File: src/sv/tmcm_pkg.sv
`timescale 1ns / 1ps
// ----------------------------------------------------------------------------
// tmcm_pkg
// Shared constants, codes and types of the tile map collision mover.
// ----------------------------------------------------------------------------
package tmcm_pkg;

    // tile grid size, one memory row per tile row
    localparam int MAP_COLS = 20;
    localparam int MAP_ROWS = 15;

    localparam int RA_W = $clog2(MAP_ROWS);
    localparam int CA_W = $clog2(MAP_COLS);

    localparam logic [7:0] COL_LIM = 8'(MAP_COLS);
    localparam logic [7:0] ROW_LIM = 8'(MAP_ROWS);

    localparam logic [15:0] LIMIT_X = 16'd608;
    localparam logic [15:0] LIMIT_Y = 16'd416;
    localparam logic [15:0] HALF_H  = 16'd32;

    localparam int S_DATA_W = 80;
    localparam int S_USER_W = 2;
    localparam int M_DATA_W = 48;
    localparam int M_USER_W = 1;

    typedef logic [7:0] t_num;

    typedef enum logic [1:0] {
        OP_PLACE = 2'd0,
        OP_STEP  = 2'd1,
        OP_WRITE = 2'd2,
        OP_NOP   = 2'd3
    } t_op;

    typedef enum logic [2:0] {
        S_IDLE,
        S_BOUND,
        S_RD,
        S_EV,
        S_WRD,
        S_WWB,
        S_DONE
    } t_state;

    typedef struct packed {
        logic                rd_en;
        logic [RA_W-1:0]     rd_addr;
        logic                wr_en;
        logic [RA_W-1:0]     wr_addr;
        logic [MAP_COLS-1:0] wr_data;
    } t_ram_req;

endpackage

File: src/sv/tmcm_row_ram.sv
`timescale 1ns / 1ps
// ----------------------------------------------------------------------------
// tmcm_row_ram
// Solid-tile memory, one word per tile row, registered read with row valid
// bits so that rows never written read as all passable.
// ----------------------------------------------------------------------------
module tmcm_row_ram
    import tmcm_pkg::*;
(
    input  logic                i_clk,
    input  logic                i_rst_n,
    input  t_ram_req            i_req,
    output logic [MAP_COLS-1:0] o_rd_data
);

    logic [MAP_COLS-1:0] r_mem [MAP_ROWS];
    logic [MAP_ROWS-1:0] r_valid;
    logic [MAP_COLS-1:0] r_rd_data;
    logic                r_rd_vld;

    always_ff @(posedge i_clk) begin
        if (!i_rst_n) begin
            r_valid  <= '0;
            r_rd_vld <= 1'b0;
        end else begin
            if (i_req.wr_en) begin
                r_valid[i_req.wr_addr] <= 1'b1;
            end
            if (i_req.rd_en) begin
                r_rd_vld <= r_valid[i_req.rd_addr];
            end
        end
    end

    always_ff @(posedge i_clk) begin
        if (i_req.wr_en) begin
            r_mem[i_req.wr_addr] <= i_req.wr_data;
        end
        if (i_req.rd_en) begin
            r_rd_data <= r_mem[i_req.rd_addr];
        end
    end

    assign o_rd_data = r_rd_vld ? r_rd_data : '0;

endmodule

File: src/sv/tmcm_ctrl.sv
`timescale 1ns / 1ps
// ----------------------------------------------------------------------------
// tmcm_ctrl
// Sequencer: position registers, bound check, row-by-row tile scan and
// read-modify-write of tile rows, plus the output register.
// ----------------------------------------------------------------------------
module tmcm_ctrl
    import tmcm_pkg::*;
(
    input  logic                i_clk,
    input  logic                i_rst_n,
    input  logic                i_s_axis_tvalid,
    output logic                o_s_axis_tready,
    input  logic [S_DATA_W-1:0] i_s_axis_tdata,
    input  logic [S_USER_W-1:0] i_s_axis_tuser,
    output logic                o_m_axis_tvalid,
    input  logic                i_m_axis_tready,
    output logic [M_DATA_W-1:0] o_m_axis_tdata,
    output logic [M_USER_W-1:0] o_m_axis_tuser,
    output t_ram_req            o_ram_req,
    input  logic [MAP_COLS-1:0] i_rd_data
);

    t_state r_state, n_state;

    logic [15:0]         r_x, r_y;
    logic [15:0]         r_tx, r_ty;
    t_num                r_row, r_wrow, r_wcol;
    logic [1:0]          r_rows_left;
    logic                r_solid, r_blk;
    logic                r_m_valid;
    logic [15:0]         r_out_x, r_out_y, r_out_ly;
    logic                r_out_blk;

    t_op                 w_op;
    logic [15:0]         w_abs_x, w_abs_y;
    logic signed [15:0]  w_dx, w_dy;
    logic [4:0]          w_col;
    logic [3:0]          w_row;
    logic                w_solid;
    logic                w_acc, w_load, w_wr_ok, w_oob;
    t_num                w_c0, w_c1;
    logic                w_two_cols, w_row_in, w_hit;
    logic [MAP_COLS-1:0] w_patched;

    assign w_op    = t_op'(i_s_axis_tuser);
    assign w_abs_x = i_s_axis_tdata[15:0];
    assign w_abs_y = i_s_axis_tdata[31:16];
    assign w_dx    = i_s_axis_tdata[47:32];
    assign w_dy    = i_s_axis_tdata[63:48];
    assign w_col   = i_s_axis_tdata[68:64];
    assign w_row   = i_s_axis_tdata[72:69];
    assign w_solid = i_s_axis_tdata[73];

    assign w_acc   = i_s_axis_tvalid && o_s_axis_tready;
    assign w_wr_ok = ({3'b000, w_col} < COL_LIM) && ({4'b0000, w_row} < ROW_LIM);
    assign w_oob   = (r_tx > LIMIT_X) || (r_ty > LIMIT_Y);

    // covered tiles of the current row; tiles beyond the grid are passable
    assign w_c0       = r_tx[12:5];
    assign w_c1       = w_c0 + 8'd1;
    assign w_two_cols = (r_tx[4:0] != 5'd0);
    assign w_row_in   = (r_row < ROW_LIM);
    assign w_hit      = w_row_in &&
                        (((w_c0 < COL_LIM) && i_rd_data[w_c0[CA_W-1:0]]) ||
                         (w_two_cols && (w_c1 < COL_LIM) && i_rd_data[w_c1[CA_W-1:0]]));

    always_comb begin
        w_patched = i_rd_data;
        w_patched[r_wcol[CA_W-1:0]] = r_solid;
    end

    // next state
    always_comb begin
        n_state = r_state;
        unique case (r_state)
            S_IDLE: begin
                if (w_acc) begin
                    unique case (w_op) inside
                        OP_PLACE, OP_NOP: n_state = S_DONE;
                        OP_STEP:          n_state = S_BOUND;
                        OP_WRITE:         n_state = w_wr_ok ? S_WRD : S_DONE;
                        default:          n_state = S_DONE;
                    endcase
                end
            end
            S_BOUND: n_state = w_oob ? S_DONE : S_RD;
            S_RD:    n_state = S_EV;
            S_EV:    n_state = (w_hit || (r_rows_left == 2'd0)) ? S_DONE : S_RD;
            S_WRD:   n_state = S_WWB;
            S_WWB:   n_state = S_DONE;
            S_DONE:  n_state = (!r_m_valid || i_m_axis_tready) ? S_IDLE : S_DONE;
            default: n_state = S_IDLE;
        endcase
    end

    // state outputs
    always_comb begin
        o_s_axis_tready   = 1'b0;
        w_load            = 1'b0;
        o_ram_req.rd_en   = 1'b0;
        o_ram_req.rd_addr = r_row[RA_W-1:0];
        o_ram_req.wr_en   = 1'b0;
        o_ram_req.wr_addr = r_wrow[RA_W-1:0];
        o_ram_req.wr_data = w_patched;
        unique case (r_state)
            S_IDLE:  o_s_axis_tready = 1'b1;
            S_RD:    o_ram_req.rd_en = w_row_in;
            S_WRD: begin
                o_ram_req.rd_en   = 1'b1;
                o_ram_req.rd_addr = r_wrow[RA_W-1:0];
            end
            S_WWB:   o_ram_req.wr_en = 1'b1;
            S_DONE:  w_load = !r_m_valid || i_m_axis_tready;
            default: ;
        endcase
    end

    always_ff @(posedge i_clk) begin
        if (!i_rst_n) begin
            r_state   <= S_IDLE;
            r_x       <= '0;
            r_y       <= '0;
            r_m_valid <= 1'b0;
        end else begin
            r_state <= n_state;
            if (w_acc && (w_op == OP_PLACE)) begin
                r_x <= w_abs_x;
                r_y <= w_abs_y;
            end
            // last covered row passed: take the move
            if ((r_state == S_EV) && !w_hit && (r_rows_left == 2'd0)) begin
                r_x <= r_tx;
                r_y <= r_ty;
            end
            if (w_load) begin
                r_m_valid <= 1'b1;
            end else if (i_m_axis_tready) begin
                r_m_valid <= 1'b0;
            end
        end
    end

    always_ff @(posedge i_clk) begin
        case (r_state)
            S_IDLE: begin
                if (w_acc) begin
                    r_tx    <= r_x + $unsigned(w_dx);
                    r_ty    <= r_y + $unsigned(w_dy);
                    r_wcol  <= {3'b000, w_col};
                    r_wrow  <= {4'b0000, w_row};
                    r_solid <= w_solid;
                    r_blk   <= 1'b0;
                end
            end
            S_BOUND: begin
                r_row       <= r_ty[12:5];
                r_rows_left <= (r_ty[4:0] == 5'd0) ? 2'd1 : 2'd2;
                if (w_oob) begin
                    r_blk <= 1'b1;
                end
            end
            S_EV: begin
                if (w_hit) begin
                    r_blk <= 1'b1;
                end else begin
                    r_row       <= r_row + 8'd1;
                    r_rows_left <= r_rows_left - 2'd1;
                end
            end
            default: ;
        endcase
        if (w_load) begin
            r_out_x   <= r_x;
            r_out_y   <= r_y;
            r_out_ly  <= r_y + HALF_H;
            r_out_blk <= r_blk;
        end
    end

    assign o_m_axis_tvalid = r_m_valid;
    assign o_m_axis_tdata  = {r_out_ly, r_out_y, r_out_x};
    assign o_m_axis_tuser  = r_out_blk;

endmodule

File: src/sv/tile_map_collision_mover_core.sv
`timescale 1ns / 1ps
// ----------------------------------------------------------------------------
// tile_map_collision_mover_core
// Entity mover on a solid-tile grid with collision refusal.
// ----------------------------------------------------------------------------
// Usage:
//   slave stream takes one command beat: tuser is the opcode (place, step,
//   tile write, no-op), tdata carries the position, deltas and tile fields.
//   master stream returns exactly one beat per command: tdata holds pos_x,
//   pos_y and lower_y, tuser holds the blocked flag.
//   one command at a time: place and no-op go straight to the result
//   register, a tile write reads the row and then writes it back, or goes
//   straight to the result when it falls off the grid, and a step checks the
//   bounds and, when in bounds, reads and evaluates each scanned tile row in
//   turn (2 or 3 rows, the scan stops at the first solid row).
//   tready drops after each accepted beat and returns when the result has
//   entered the output register, which holds it while the receiver stalls;
//   a stall longer than the next command blocks only at that result.
//   reset clears the position to 0,0 and all row valid bits, so every tile
//   reads as passable without a clearing pass; the block is ready at once.
// ----------------------------------------------------------------------------
module tile_map_collision_mover_core
    import tmcm_pkg::*;
(
    input  logic                i_clk,
    input  logic                i_rst_n,
    input  logic                i_s_axis_tvalid,
    output logic                o_s_axis_tready,
    // abs_x, abs_y, delta_x, delta_y, tile_col, tile_row, tile_solid, zero pad
    input  logic [S_DATA_W-1:0] i_s_axis_tdata,
    // opcode
    input  logic [S_USER_W-1:0] i_s_axis_tuser,
    output logic                o_m_axis_tvalid,
    input  logic                i_m_axis_tready,
    // pos_x, pos_y, lower_y
    output logic [M_DATA_W-1:0] o_m_axis_tdata,
    // blocked
    output logic [M_USER_W-1:0] o_m_axis_tuser
);

    t_ram_req            w_ram_req;
    logic [MAP_COLS-1:0] w_rd_data;

    tmcm_ctrl u_ctrl (
        .i_clk           (i_clk),
        .i_rst_n         (i_rst_n),
        .i_s_axis_tvalid (i_s_axis_tvalid),
        .o_s_axis_tready (o_s_axis_tready),
        .i_s_axis_tdata  (i_s_axis_tdata),
        .i_s_axis_tuser  (i_s_axis_tuser),
        .o_m_axis_tvalid (o_m_axis_tvalid),
        .i_m_axis_tready (i_m_axis_tready),
        .o_m_axis_tdata  (o_m_axis_tdata),
        .o_m_axis_tuser  (o_m_axis_tuser),
        .o_ram_req       (w_ram_req),
        .i_rd_data       (w_rd_data)
    );

    tmcm_row_ram u_ram (
        .i_clk     (i_clk),
        .i_rst_n   (i_rst_n),
        .i_req     (w_ram_req),
        .o_rd_data (w_rd_data)
    );

endmodule

File: config.mk
export PLATFORM = sky130hd
export DESIGN_NAME = tile_map_collision_mover_core
export DESIGN_NICKNAME = d
export VERILOG_FILES = /design/src/sv/tmcm_pkg.sv /design/src/sv/tmcm_row_ram.sv /design/src/sv/tmcm_ctrl.sv /design/src/sv/tile_map_collision_mover_core.sv
export SDC_FILE = /design/constraint.sdc
export NUM_CORES = 1
export LEC_CHECK = 0
export BUFFER_PORTS_ARGS = -buffer_cell sky130_fd_sc_hd__buf_2
export CAP_MARGIN = 30
export CORE_MARGIN = 8
export CORE_UTILIZATION = 40
export CTS_CLUSTER_DIAMETER = 60
export CTS_CLUSTER_SIZE = 10
export DETAILED_ROUTE_END_ITERATION = 8
export GPL_ROUTABILITY_DRIVEN = 0
export PLACE_DENSITY = 0.64
export SLEW_MARGIN = 20
export SYNTH_ARGS = -nofsm -noshare
export SYNTH_HDL_FRONTEND = slang
export SYNTH_SLANG_ARGS = --single-unit
File: constraint.sdc
create_clock -name i_clk -period 12.5 [get_ports i_clk]
set_input_delay 2.5 -clock i_clk [delete_from_list [all_inputs] [get_ports i_clk]]
set_output_delay 2.5 -clock i_clk [all_outputs]
set_load 0.02 [all_outputs]
==> results.toml <==
[synthesis]
ys_seq_area_share_pct = 66.32
syn_inst = 1384
synth_edf_count = 417
ys.flop_type = "edfxtp_1"
netlist-cell-type-count = 60
ys_seq_elements = 469
yosysWarnings = 0
syn_area_per_cell_um2 = 14.78
syn_area_mm2 = 0.02045
ys_async_sr_fraction_pct = 0
synth_nets = 1506

[floorplan]
placementRows = 83
die_w_um = 242.1
io_pins = 137
coreArea_mm2 = 0.05089
die_y_um = 242.1
start_util_pct = 40.19
dieArea_mm2 = 0.05861

[timing]
setup_slack_ns = 8.214
setup_viol_count_final = 0
post-route-period-util_pct = 34.29
period_minus_slack_ns = 4.286
skew_ns = 0.02138
slew_headroom_pct = 34.13
max_freq_ghz = 0.2333
hold_violations = 0
slew_viol_final = 0
fin_tns_setup_ns = 0
whs_ns = 0.4196
rsz0062_at_grt = "no"
tightest_slew_ns = 0.9857

[layout]
ff_latch_area_mm2 = 0.01356
final_cell_mix = "417 x edfxtp_1, 172 x nand2_1, 131 x buf_2"
drive_above_1_share_pct = 22.35
fillers = 4475
final_area_mm2 = 0.02347
multi_input_area_mm2 = 0.006593
nets = 1643
mostFrequentLayoutCell = "edfxtp_1"
synthToLayoutAreaGrowth_pct = 14.76
antennaDiodeCount = 0
final_cells = 2219

[placement]
dp_hpwl_um = 27300
place_ws_ns = 7.624
dp_cells = 2141
placed_cell_area_mm2 = 0.02189
port_buffers = 130

[global_route]
antenna_found_initial = 0
grt_max_degree = 88
grt_pass1_wl_um = 71670
grt_pass1_vias = 12109
grt_use_total_pct = 15.50
grt_overflow = 0

[pwr]
p_per_area_mw_per_mm2 = 186.6
p_leak_uw = 0.008152
ir_drop_uv = 155.5

[clocking]
clockBufferDepth = 3
cts.sinks = 469
cts_inserted_buffers = 54
post-cts-setup-buffer-count = 0
cts_root_buffer = "clkbuf_16"
cts.clk_slew.worst_paths_ns = 0.05
clk_latency_ns = 0.60
cts_tree = "built"
cts_resized = 0
hold_buffers = 0
cts_max_level = 2

[route]
avgRoutedWirePerCell_um = 20.89
vias_per_cell = 5.402
drt_wl_total_um = 46360
drc = 0
drt_iter0_drc = 1111
routed-via-count = 11986
drtPass1Iterations = 5
drtAntennaViolNets = 0

[setup_path]
crit_type = "primary input to flip-flop"
crit_path_start_kind = "primary input"
cpPeakStageDelay_ns = 0.55
crit_arrival_ns = 4.63
cp.required_ns = 12.84
path_cells = "buf_2, ha_1, inv_1, fa_1, nor2b_1, o21ai_0, a21boi_0, o31ai_1, o21ai_0, o211ai_1, xnor2_1"
worst_path_max_delay_cell = "a21boi_0"
cpMostUsedCell = "o21ai_0"
crit_fanout = 5
endpoint_kind = "flip-flop"

[run_status]
status = "completed"

[worst_hold_path]
worstHoldPathType = "flip-flop to flip-flop"

[run]
cap_violations = 0
-- cell usage after synthesis (5+ instances only) --
cell      instances  area, µm²
nor3b_1           7      52.55
nor3_1           14      70.07
o21ai_0          32      160.2
a31o_2            5      43.79
mux2i_1          81      810.8
a211oi_1         50      375.4
a21oi_1          30      150.1
inv_1            18      67.56
buf_1             6      22.52
clkbuf_1         45      168.9
mux2_2           34      382.9
nor2_1           60      225.2
edfxtp_1        417      12520
nor2b_1          12      75.07
nand2_1         172      645.6
o22ai_1           5      31.28
nand3_1          53      265.3
buf_2             8      40.04
o21a_1           20      150.1
nand2b_1         12      75.07
a31oi_1          23      143.9
xor2_1           15      131.4
dfxtp_1          52       1041
mux4_2           61       1374
ha_1             34      425.4
or3_1             5      31.28
a21o_1            7      52.55
xnor2_1          30      262.8
buf_4            12      90.09
-- critical path: cells and delay by family --
| kind | cells | cell delay (ns) |
|---|---|---|
| AND/OR/NAND/NOR | 1 | 0.13 |
| AO/OA/AOI/OAI | 5 | 1.17 |
| XOR/XNOR | 1 | 0.14 |
| buffers and inverters | 2 | 0.13 |
| adder cells (fa/ha/maj) | 2 | 0.56 |
-- report_power, final --
group,internal (µW),switching (µW)
clock network,781,593
logic,402,596
registers,1890,113
total,3080,1300
-- area by class of cell --
cell class              instances  area share [%]
clock inverters                 6          0.3625
well taps                     680           3.625
flip-flops and latches        469           57.79
multi-input cells             822           28.09
repair buffers                156           3.860
inverters                      18          0.2879
clock buffers                  68           5.982
-- flip-flops by register name, indices dropped and copies added (netlist names) --
signal                  count
u_ram.r_rd_data            20
u_ram.r_rd_vld              1
u_ctrl.r_y                 16
u_ctrl.r_out_ly            16
u_ctrl.r_out_x             16
u_ctrl.r_blk                1
u_ctrl.r_rows_left          2
u_ctrl.r_state              3
u_ctrl.o_m_axis_tvalid      1
u_ctrl.r_x                 16
u_ram.r_mem               300
u_ctrl.r_tx                16
u_ctrl.r_wcol               5
u_ctrl.r_out_y             11
u_ctrl.o_m_axis_tuser       1
u_ctrl.r_ty                16
u_ctrl.r_wrow               4
u_ctrl.r_solid              1
u_ram.r_valid              15
u_ctrl.r_row                8
-- per-layer routing --
metal  vias up  part of all wire [%]  global-route usage (%)
met3        71                   5.5                   3.208
met5         -                     0                       0
met2       322                    47                   24.82
li1       5577                     -                       -
met1      6016                    46                   21.14
met4         0                   2.2                   4.683
-- through the flow --
| step | power (µW) | utilization (%) |
|---|---|---|
| 6_report | 4380 | 46.12 |
| 5_1_grt | 4584 | 46.12 |
| 4_1_cts | 4421 | 45.95 |
| 3_5_place_dp | 3042 | 43.03 |
| 3_3_place_gp | 3024 | 43.02 |
| 2_1_floorplan | 2748 | - |
-- final timing paths --
path                 startpoint               endpoint  slack [ns]  cells after the start
max          i_s_axis_tdata[48]        u_ctrl.r_ty[14]        8.21                     11
max reg2reg   u_ctrl.r_state[2]     u_ram.r_rd_data[3]        8.62                      7
min reg2reg        u_ctrl.r_blk  u_ctrl.o_m_axis_tuser        0.42                      0
min                u_ctrl.r_blk  u_ctrl.o_m_axis_tuser        0.42                      0
-- cell families (layout without fill, tap and decap cells) --
kind of cell,Yosys count,after routing,synth area share (%)
AO/OA/AOI/OAI,195,195,6.333
XOR/XNOR,45,45,1.927
buffers and inverters,93,248,2.123
adder cells (fa/ha/maj),36,36,2.276
flip-flops,469,469,66.32
multiplexers,178,178,12.69
AND/OR/NAND/NOR,368,368,8.327
(Power assumes the default switching activity.)
